===== config.mk =====
export PLATFORM = sky130hd
export DESIGN_NAME = deadline_sorted_timeout_queue
export DESIGN_NICKNAME = d
export VERILOG_FILES = /design/src/rtl/dstq_pkg.sv /design/src/rtl/dstq_cell.sv /design/src/rtl/deadline_sorted_timeout_queue.sv
export SDC_FILE = /design/constraint.sdc
export NUM_CORES = 2
export LEC_CHECK = 0
export ABC_AREA = 1
export BUFFER_PORTS_ARGS = -buffer_cell sky130_fd_sc_hd__buf_4
export CORE_UTILIZATION = 35
export DETAILED_ROUTE_END_ITERATION = 10
export PLACE_DENSITY = 0.51
export SLEW_MARGIN = 20
export SYNTH_ARGS = -nofsm -noshare
export SYNTH_HDL_FRONTEND = slang
export SYNTH_SLANG_ARGS = --single-unit
export TNS_END_PERCENT = 1

===== constraint.sdc =====
create_clock -name clk -period 9.5 [get_ports clk]
set_input_delay 1.9 -clock clk [delete_from_list [all_inputs] [get_ports clk]]
set_output_delay 1.9 -clock clk [all_outputs]
set_load 0.005 [all_outputs]

===== src/rtl/dstq_pkg.sv =====
// ----------------------------------------------------------------------------
// dstq_pkg
// Shared types and helpers for the deadline-sorted timeout queue.
// ----------------------------------------------------------------------------
package dstq_pkg;

	localparam int MAX_TASKS = 16;
	localparam int TASK_W    = 4;
	localparam int TICK_W    = 32;
	localparam int CNT_W     = $clog2(MAX_TASKS + 1);
	localparam int SCAN_W    = (MAX_TASKS > 2) ? $clog2(MAX_TASKS - 1) : 1;
	localparam int FLAGS_W   = 1 << TASK_W;

	typedef enum logic [1:0] {
		FN_INSERT   = 2'd0,
		FN_REMOVE   = 2'd1,
		FN_TAKE_DUE = 2'd2
	} func_t;

	// operation broadcast to every cell of the row
	typedef enum logic [2:0] {
		CP_HOLD,
		CP_CMP_INS,
		CP_CMP_REM,
		CP_SCAN,
		CP_INS,
		CP_REM,
		CP_POP
	} cell_op_t;

	typedef struct packed {
		logic [TASK_W-1:0] task_id;
		logic [TICK_W-1:0] tick;
	} entry_t;

	typedef struct packed {
		cell_op_t          op;
		logic [TASK_W-1:0] task_id;
		logic [TICK_W-1:0] tick;
		logic [CNT_W-1:0]  used;
	} bcast_t;

	typedef struct packed {
		logic [1:0]        func;
		logic [TASK_W-1:0] task_id;
		logic [TICK_W-1:0] due_tick;
		logic [TICK_W-1:0] now_tick;
	} in_t;

	typedef struct packed {
		logic              ok;
		logic [TASK_W-1:0] taken_task;
		logic [CNT_W-1:0]  queue_count;
	} out_t;

	// a is before b under wraparound ordering
	function automatic logic tick_before(input logic [TICK_W-1:0] a,
		input logic [TICK_W-1:0] b);
		logic [TICK_W-1:0] d;
		d = a - b;
		return d[TICK_W-1];
	endfunction

	function automatic logic tick_reached(input logic [TICK_W-1:0] now,
		input logic [TICK_W-1:0] deadline);
		logic [TICK_W-1:0] d;
		d = now - deadline;
		return ~d[TICK_W-1];
	endfunction

endpackage


===== src/rtl/dstq_cell.sv =====
// ----------------------------------------------------------------------------
// dstq_cell
// One queue slot: holds an entry, compares it against the broadcast item and
// ripples the "match seen to the left" flag one slot per cycle.
// ----------------------------------------------------------------------------
module dstq_cell
	import dstq_pkg::*;
(
	input  logic             clk,
	input  logic             arst_n,
	input  logic [CNT_W-1:0] idx,
	input  bcast_t           bcast,
	input  entry_t           left_entry,
	input  entry_t           right_entry,
	input  logic             chain_in,
	output entry_t           entry,
	output logic             chain_out
);

	entry_t entry_q;
	logic   match_q;
	logic   pre_q;
	logic   in_range;

	assign in_range  = idx < bcast.used;
	assign entry     = entry_q;
	assign chain_out = pre_q | match_q;

	always_ff @(posedge clk or negedge arst_n) begin
		if (!arst_n) begin
			match_q <= 1'b0;
			pre_q   <= 1'b0;
		end else begin
			case (bcast.op)
				CP_CMP_INS: begin
					match_q <= in_range && tick_before(bcast.tick, entry_q.tick);
					pre_q   <= 1'b0;
				end
				CP_CMP_REM: begin
					match_q <= in_range && (entry_q.task_id == bcast.task_id);
					pre_q   <= 1'b0;
				end
				CP_SCAN: pre_q <= chain_in;
				default: ;
			endcase
		end
	end

	always_ff @(posedge clk) begin
		case (bcast.op)
			CP_INS: begin
				// slots past the insert point move right by one
				if (pre_q) begin
					entry_q <= left_entry;
				end else if (match_q || idx == bcast.used) begin
					entry_q <= '{task_id: bcast.task_id, tick: bcast.tick};
				end
			end
			CP_REM: begin
				if (pre_q || match_q) begin
					entry_q <= right_entry;
				end
			end
			CP_POP:  entry_q <= right_entry;
			default: ;
		endcase
	end

endmodule


===== src/rtl/deadline_sorted_timeout_queue.sv =====
// ----------------------------------------------------------------------------
// deadline_sorted_timeout_queue
// Queue of task ids kept sorted by wraparound wake tick in a row of cells.
// ----------------------------------------------------------------------------
//  channel | signals                          | transfer when
//  --------+----------------------------------+-----------------------------
//  in      | in_valid, in_ready, in_data      | in_valid && in_ready
//  out     | out_valid, out_ready, out_data   | out_valid && out_ready
//  cfg     | cfg_we, cfg_wdata (forever_tick) | cfg_we
//
// Insert and remove pass through a compare state, a scan state in which the
// match flag ripples down the cell row, and an update state; take due and
// refused operations go straight to the update state. One item is in work at
// a time. A stalled result holds the update state; the next item is taken
// once the result register is loaded.
// Reset empties the queue and sets forever_tick to all ones.
// ----------------------------------------------------------------------------
module deadline_sorted_timeout_queue
	import dstq_pkg::*;
(
	input  logic              clk,
	input  logic              arst_n,
	input  logic              in_valid,
	output logic              in_ready,
	input  in_t               in_data,
	output logic              out_valid,
	input  logic              out_ready,
	output out_t              out_data,
	input  logic              cfg_we,
	input  logic [TICK_W-1:0] cfg_wdata
);

	typedef enum logic [1:0] {
		ST_IDLE,
		ST_CMP,
		ST_SCAN,
		ST_APPLY
	} state_t;

	state_t              state_q;
	in_t                 item_q;
	logic                ok_q;
	logic [CNT_W-1:0]    cnt_q;
	logic [FLAGS_W-1:0]  flags_q;
	logic [SCAN_W-1:0]   scan_q;
	logic [TICK_W-1:0]   forever_q;
	out_t                out_q;
	logic                out_valid_q;

	bcast_t              bcast;
	entry_t              ent   [MAX_TASKS];
	logic                chain [MAX_TASKS+1];
	logic                dec_ok;
	logic                out_free;
	logic [CNT_W-1:0]    cnt_nxt;
	logic [TASK_W-1:0]   taken_nxt;

	assign in_ready  = (state_q == ST_IDLE);
	assign out_valid = out_valid_q;
	assign out_data  = out_q;
	assign out_free  = !out_valid_q || out_ready;
	assign chain[0]  = 1'b0;

	for (genvar i = 0; i < MAX_TASKS; i++) begin : g_cell
		dstq_cell u_cell (
			.clk        (clk),
			.arst_n     (arst_n),
			.idx        (CNT_W'(i)),
			.bcast      (bcast),
			.left_entry (ent[(i == 0) ? 0 : i - 1]),
			.right_entry(ent[(i == MAX_TASKS - 1) ? i : i + 1]),
			.chain_in   (chain[i]),
			.entry      (ent[i]),
			.chain_out  (chain[i+1])
		);
	end

	// accept-time decision: is the operation carried out at all
	always_comb begin
		case (in_data.func)
			FN_INSERT:   dec_ok = (in_data.due_tick != forever_q) &&
				!flags_q[in_data.task_id] && (cnt_q < CNT_W'(MAX_TASKS));
			FN_REMOVE:   dec_ok = flags_q[in_data.task_id];
			FN_TAKE_DUE: dec_ok = (cnt_q != '0) &&
				tick_reached(in_data.now_tick, ent[0].tick);
			default:     dec_ok = 1'b0;
		endcase
	end

	always_comb begin
		bcast.op      = CP_HOLD;
		bcast.task_id = item_q.task_id;
		bcast.tick    = item_q.due_tick;
		bcast.used    = cnt_q;
		unique case (state_q)
			ST_CMP:  bcast.op = (item_q.func == FN_INSERT) ? CP_CMP_INS : CP_CMP_REM;
			ST_SCAN: bcast.op = CP_SCAN;
			ST_APPLY: begin
				if (out_free && ok_q) begin
					case (item_q.func)
						FN_INSERT:   bcast.op = CP_INS;
						FN_REMOVE:   bcast.op = CP_REM;
						FN_TAKE_DUE: bcast.op = CP_POP;
						default:     bcast.op = CP_HOLD;
					endcase
				end
			end
			default: bcast.op = CP_HOLD;
		endcase
	end

	// count and popped task after the operation in work
	always_comb begin
		cnt_nxt   = cnt_q;
		taken_nxt = '0;
		if (ok_q) begin
			case (item_q.func)
				FN_INSERT: cnt_nxt = cnt_q + 1'b1;
				FN_REMOVE: cnt_nxt = cnt_q - 1'b1;
				FN_TAKE_DUE: begin
					cnt_nxt   = cnt_q - 1'b1;
					taken_nxt = ent[0].task_id;
				end
				default: ;
			endcase
		end
	end

	always_ff @(posedge clk or negedge arst_n) begin
		if (!arst_n) begin
			forever_q <= '1;
		end else if (cfg_we) begin
			forever_q <= cfg_wdata;
		end
	end

	always_ff @(posedge clk) begin
		if (in_valid && in_ready) begin
			item_q <= in_data;
		end
	end

	always_ff @(posedge clk or negedge arst_n) begin
		if (!arst_n) begin
			state_q     <= ST_IDLE;
			ok_q        <= 1'b0;
			cnt_q       <= '0;
			flags_q     <= '0;
			scan_q      <= '0;
			out_valid_q <= 1'b0;
			out_q       <= '0;
		end else begin
			if (out_valid_q && out_ready && state_q != ST_APPLY) begin
				out_valid_q <= 1'b0;
			end
			unique case (state_q)
				ST_IDLE: begin
					if (in_valid) begin
						ok_q <= dec_ok;
						if (dec_ok && (in_data.func == FN_INSERT ||
							in_data.func == FN_REMOVE)) begin
							state_q <= ST_CMP;
						end else begin
							state_q <= ST_APPLY;
						end
					end
				end
				ST_CMP: begin
					scan_q  <= '0;
					state_q <= ST_SCAN;
				end
				ST_SCAN: begin
					// let the match flag reach the last cell
					if (scan_q == SCAN_W'(MAX_TASKS - 2)) begin
						state_q <= ST_APPLY;
					end else begin
						scan_q <= scan_q + 1'b1;
					end
				end
				ST_APPLY: begin
					if (out_free) begin
						out_q.ok          <= ok_q;
						out_q.taken_task  <= taken_nxt;
						out_q.queue_count <= cnt_nxt;
						cnt_q             <= cnt_nxt;
						if (ok_q) begin
							case (item_q.func)
								FN_INSERT:   flags_q[item_q.task_id] <= 1'b1;
								FN_REMOVE:   flags_q[item_q.task_id] <= 1'b0;
								FN_TAKE_DUE: flags_q[ent[0].task_id] <= 1'b0;
								default: ;
							endcase
						end
						out_valid_q <= 1'b1;
						state_q     <= ST_IDLE;
					end
				end
				default: state_q <= ST_IDLE;
			endcase
		end
	end

endmodule


## Word-level counts from Yosys, hierarchy flattened

Cells that the tools add are included.

| cells by class | value |
|---|---|
| add/subtract/negate cells | 20 |
| order comparisons | 22 |
| equality and inequality tests | 81 |
| mux-type cells | 118 |
| bitwise operators | 20 |
| reduce and logical (&&, ||, !) cells | 112 |

Operators by type and width:

| cell | number |
|---|---|
| $mux 36 | 46 |
| $pmux 36 s3 | 15 |
| $sub 32x32->32 | 17 |
| $eq 4x4->1 | 16 |
| $pmux 1 s2 | 31 |
| $pmux 16 s3 | 1 |
| $reduce_and 3->1 | 16 |
| $logic_and 1x1->1 | 42 |
| $ne 3x1->1 const B | 14 |
| $eq 4x5->1 const A | 8 |
| $lt 4x5->1 const A | 8 |
| $and 16x16->16 | 2 |
| $logic_or 1x1->1 | 32 |
| $ne 2x1->1 const B | 16 |
| $ne 32x32->1 | 1 |
| $not 16->16 | 2 |
| $eq 3x5->1 const A | 4 |
| $lt 3x5->1 const A | 4 |
| $pmux 3 s3 | 2 |
| $or 16x16->16 | 1 |
| $lt 4x5->1 const B | 3 |
| $or 1x1->1 | 14 |
| $mux 4 | 3 |
| $eq 2x5->1 const A | 2 |
| 35 further kinds | 73 |

| storage, ports and cells | value |
|---|---|
| bits in registers | 711 |
| input bits | 107 |
| output and inout port bits | 12 |
| logic and storage cells | 448 |

## Logic depth before layout (Yosys ltp)

| logic depth | value |
|---|---|
| depth after elaboration | 10 |
| mapped depth | 17 |

## Modules after synthesis

Synthesis repeated with hierarchy kept, for this count alone.

| second synthesis, totals | value |
|---|---|
| cells, all modules | 6940 |
| area total of the unflattened synthesis | 54255.8 um^2 |

Modules (own cells, without submodules):

| module | times used | cells each | area each (um^2) | sequential area each (um^2) |
|---|---|---|---|---|
| dstq_cell | 16 | 391 | 3012.9 | 1131.1 |
| deadline_sorted_timeout_queue | 1 | 684 | 6049.6 | 2832.7 |

## Least setup slack after synthesis

OpenSTA, ideal clock, no wires.

| path | value |
|---|---|
| kind | input to register |
| start point | input out_ready |
| end point | register g_cell[15].u_cell.entry_q, in the netlist g_cell[15].u_cell.entry[0], enable pin |
| library setup time | 0.474 ns |
| arrival time | 5.229 ns |
| setup slack | 3.797 ns |
| cell stages on the path | 8 |
| path buffers | 0 |
| path through | inv_1 > a21boi_4 > nand2_4 > nor2_8 > inv_2 > nor2_2 > nand2_1 > nor3_1 |

| between the ends | value |
|---|---|
| word-level cells in the longest chain between the ends | 6 |

Ends and longest elaborated chain:

| what | line | text |
|---|---|---|
| start, declared | deadline_sorted_timeout_queue.sv:27 | `input logic out_ready,` |
| $logic_or 1x1->1 | deadline_sorted_timeout_queue.sv:61 | `assign out_free = !out_valid_q \|\| out_ready;` |
| $logic_and 1x1->1 | deadline_sorted_timeout_queue.sv:99 | `if (out_free && ok_q) begin` |
| $mux 3 | deadline_sorted_timeout_queue.sv:99 |  |
| $pmux 3 s3 | deadline_sorted_timeout_queue.sv:95 | `unique case (state_q)` |
| $eq 3x3->1 | dstq_cell.sv:50 | `case (bcast.op)` |
| $reduce_and 2->1 (no source line) | n/a |  |
| end signal, assigned | dstq_cell.sv:54 | `entry_q <= left_entry;` |
| end signal, assigned | dstq_cell.sv:56 | `entry_q <= '{task_id: bcast.task_id, tick: bcast.tick};` |
| end signal, assigned | dstq_cell.sv:61 | `entry_q <= right_entry;` |
| end, declared | dstq_cell.sv:20 | `entry_t entry_q;` |

No other way between the ends.
A chain may end at the register's enable or synchronous reset.

## Final worst setup path

| path | value |
|---|---|
| start point | input out_ready |
| end point | register g_cell[2].u_cell.entry_q, in the netlist g_cell[2].u_cell.entry[2], data pin |

| between the ends | value |
|---|---|
| word-level cells in the longest chain between the ends | 6 |
| elaborated cells on any way between the ends | 8 |
| those cells by class | 3 x eq/ne; 3 x mux; 2 x reduce/logical |

Ends and longest elaborated chain:

| what | line |
|---|---|
| $logic_or 1x1->1 (*) | deadline_sorted_timeout_queue.sv:61 |
| $logic_and 1x1->1 (*) | deadline_sorted_timeout_queue.sv:99 |
| $mux 3 (*) | deadline_sorted_timeout_queue.sv:99 |
| $pmux 3 s3 (*) | deadline_sorted_timeout_queue.sv:95 |
| $eq 3x3->1 (on tied branches) | n/a |
| $pmux 36 s3 (*) | dstq_cell.sv:50 |
| end signal, assigned | dstq_cell.sv:54 |
| end signal, assigned | dstq_cell.sv:56 |
| end signal, assigned | dstq_cell.sv:61 |
| end, declared | dstq_cell.sv:20 |

Every way passes the cells marked *; elsewhere a longest branch is shown, timed or not.

==> impl_results.md <==
* Share of layout cells above drive strength 1 at 6.94%
* Max FO, Critical Path at 85
* R2R depth at 11
* Worst r2r src: state_q[0]
* Synth Instances at 6103
* Status: finished, final reports clean
* Post-DP HPWL at between 100 and 150 mm
* Setup bufs post-CTS at 0
* CTS tree: built
* Reg2Reg Capture Point: g_cell[2].u_cell.entry[2]
* Fin crit period at approximately 5000 ps
* Worst path buffer plus inverter count at 5
* Die Width at between 300 and 400 um
* Clock buffer count from CTS at 90
* Leakage power at about 0.022 uW
* Final Hold Fails at 0
* Clock power share at between 20 and 30%
* Sink Count at 711
* Port Buffers at ~120
* Most Frequent Cell on Critical Path: buf_4
* WL/cell at about 19 um
* Critical path's largest stage delay at 730 ps
* Crit-path cells: buf_4 > inv_1 > a21boi_4 > nand2_4 > nor2_8 > inv_2 > nor2_2 > nand2_1 > o21ai_4 > buf_4 > buf_4 > o21ai_0
* Latest clock arrival within the worst-skew pair at around 700 ps
* Remaining routing DRC violations at 0
* Starting density of the core at a little over a third
* Worst hold path type: flop to flop
* Grt ovf at 0
* Antenna-violating nets left at 0
* Vias in the first global route at approximately 39000
* Gpl congestion at 0.879
* Reg power frac at roughly 37%
* Post-synthesis register bit count at approximately 700
* Max-Cap Viols at 0
* Slowest stage cell on the critical path: o21ai_4
* Sw frac at 37.1%
* Antenna violations before repair at 3
* Total track usage at between 20% and 30%
* Setup violators final at 0
* Fmax at roughly 0.2 GHz
* Hold slack at roughly 480 ps
* Crit path DAT at about 5400 ps
* Max rail drop VDD at between 0.1 and 0.15 mV
* Crit-path leading delay family: buffers and inverters
* First-pass GRT wire length at around 240 mm
* Core area at ~140000 um2
* Startpoint types: input pin
* Slew HR at between 20% and 30%
* DR vias at 40592
* Post-synth EDFFs at approximately 600
* Crit. Startpoint: out_ready
* Worst Path Required at between 9000 and 10000 ps
* CTS root buffer: clkbuf_16
* RSZ-0062 raised after global routing: false
* FILL cells at 14504
* Num ports at between 100 and 150
* Layout area overhead at 11.1%
* Avg Inst Size Synth at between 8 and 9 um2
* Critical path depth at 12
* Ys async rst share at 13.6%
* PwrDens at about 210 nW/um2
* Layout Nets at 6714
* Post-CTS Resized at 0
* Rows at between 100 and 150
* Sequential share of the synthesized area at between 40% and 50%
* Pint at 7190 uW
* Drt initial violations at 3660
* Fin. max-slew vios at 0
* Vias per inst at around 5.1
* Final Cycle Share at between 50% and 60%
* DRT Wirelength at between 150 and 200 mm
* Comb pwr share at 33.3%
* Hold Crit Start: g_cell[8].u_cell.match_q
* Height of the die at between 300 and 400 um
* Mapped Area at slightly below 50000 um2
* Critical path endpoint category: flop
* Sw power at 4240 uW
* Path type of the worst setup path: input pin to flop
* Clk buf depth at 3
* Slew at the pin with the worst max-slew slack at 1070 ps
* Total number of yosys warnings at 0
* Clock Skew at roughly 44 ps
* Die area at around 140000 um2
* Critical path capture point: g_cell[2].u_cell.entry[2]
* Setup TNS at 0 ps
* Clk slew on worst S/H paths at ~60 ps
* Synth cell types at 41
* H-tree Lvls at 3
* Reg-to-reg slack, setup at 5120 ps
* Hold buffer count at CTS at 0
* Post-Syn Nets at between 6000 and 7000
* Post-synth top flop: edfxtp_1
* TritonRoute pass-1 iters at 6
* Pin count of the biggest net entering global routing at between 200 and 250
[cells by family after synthesis]
group | share of synthesized area, %
AOI/OAI and AO/OA | 15.6
xor gates and xnor gates | 2.04
adders and majority gates | 13.4
buffers and inverters | 8.19
DFF | 42.4
muxes | 0.617
and+or+nand+nor | 17.8
[power by group through the flow]
stage	registers, uW	logic [uW]	clock network (uW)
after detailed placement	4270	3800	0
after global routing	4250	4330	3600
final	4210	3810	3410
after global placement	4270	3710	0
after CTS	4210	3820	3490
after floorplan	4270	2530	0
[state kept, by name, indices dropped and copies added (netlist names)]
register               count
state_q                    2
g_cell.u_cell.pre_q       15
out_valid                  1
forever_q                 32
item_q                     2
out_data                  10
g_cell.u_cell.match_q     16
bcast                     36
scan_q                     4
ok_q                       1
flags_q                   16
g_cell.u_cell.entry      576
[metal layers]
| layer | global-route usage [%] | wire length (um) |
|---|---|---|
| met2 | 33.1 | 66100 |
| met4 | 5.80 | 3280 |
| met1 | 32.2 | 77100 |
| met3 | 3.18 | 9770 |
| met5 | 0 | 13 |
[synth_stat cells (all sizes together), types with 6 or more instances]
cell / n / area, um2
nand2: 1678 / 6310
o21ai: 1124 / 5640
inv: 683 / 2560
edfxtp: 614 / 18400
ha: 527 / 6590
nor2: 324 / 1230
a21oi: 319 / 1600
clkbuf: 188 / 707
buf: 127 / 763
nand3: 127 / 636
xnor2: 105 / 920
dfrtp: 65 / 1630
nand4: 38 / 238
dfstp: 32 / 841
nor4: 31 / 194
mux2: 27 / 304
nor3: 18 / 90.1
o22ai: 16 / 100
a31oi: 10 / 62.6
xor2: 10 / 87.6
a21o: 8 / 60.1
o211ai: 7 / 52.6
or2: 6 / 37.5
[worst reg2reg max path, delay by kind of cell, from the launching register on]
family	cells	cell delay [ps]
compound gates	3	1260
buf+inv	3	1510
flops	1	420
simple gates	4	690
fa+ha+maj	1	230
[final cells by class]
cell class	count	area (um2)	share of cell area, %
flip-flops and latches	711	20900	38.2
inverters	683	2560	4.68
repair buffers	200	1550	2.83
clock inverters	45	413	0.754
clock buffers	117	2450	4.47
diodes	1	2.50	0.00457
multi-input cells	4394	24500	44.7
well taps	1876	2350	4.29
[cells in the final DEF (no fill, tap or decap), drive strengths merged, types with 117 or more instances in the layout]
cell and n:
nor2 324, ha 527, clkbuf 117, inv 684
nand3 127, o21ai 1124, a21oi 319, edfxtp 614
nand2 1678, buf 200
[metrics by stage]
stage          power [uW]  cells  util (%)  area (um2)  setup slack [ps]
6_report            11400   8027      39.2       54700              4470
5_1_grt             12200   8026      39.2       54700              4110
4_1_cts             11500   8026      39.2       54700              4540
3_5_place_dp         8080   7864      37.2       51900              3760
3_3_place_gp         7980   7864      37.2       51900              3880
2_1_floorplan        6800   6103         -       49300              3800
[worst min path at each step]
stage                                     end  slack [ps]  cells past startpoint
global placement     g_cell[0].u_cell.match_q         460                      2
floorplan            g_cell[0].u_cell.match_q         450                      2
global route        g_cell[12].u_cell.match_q         510                      2
detailed placement   g_cell[7].u_cell.match_q         470                      2
CTS                  g_cell[7].u_cell.match_q         480                      2
finish               g_cell[8].u_cell.match_q         480                      2
Note: power is estimated with default switching activity, not from simulation.
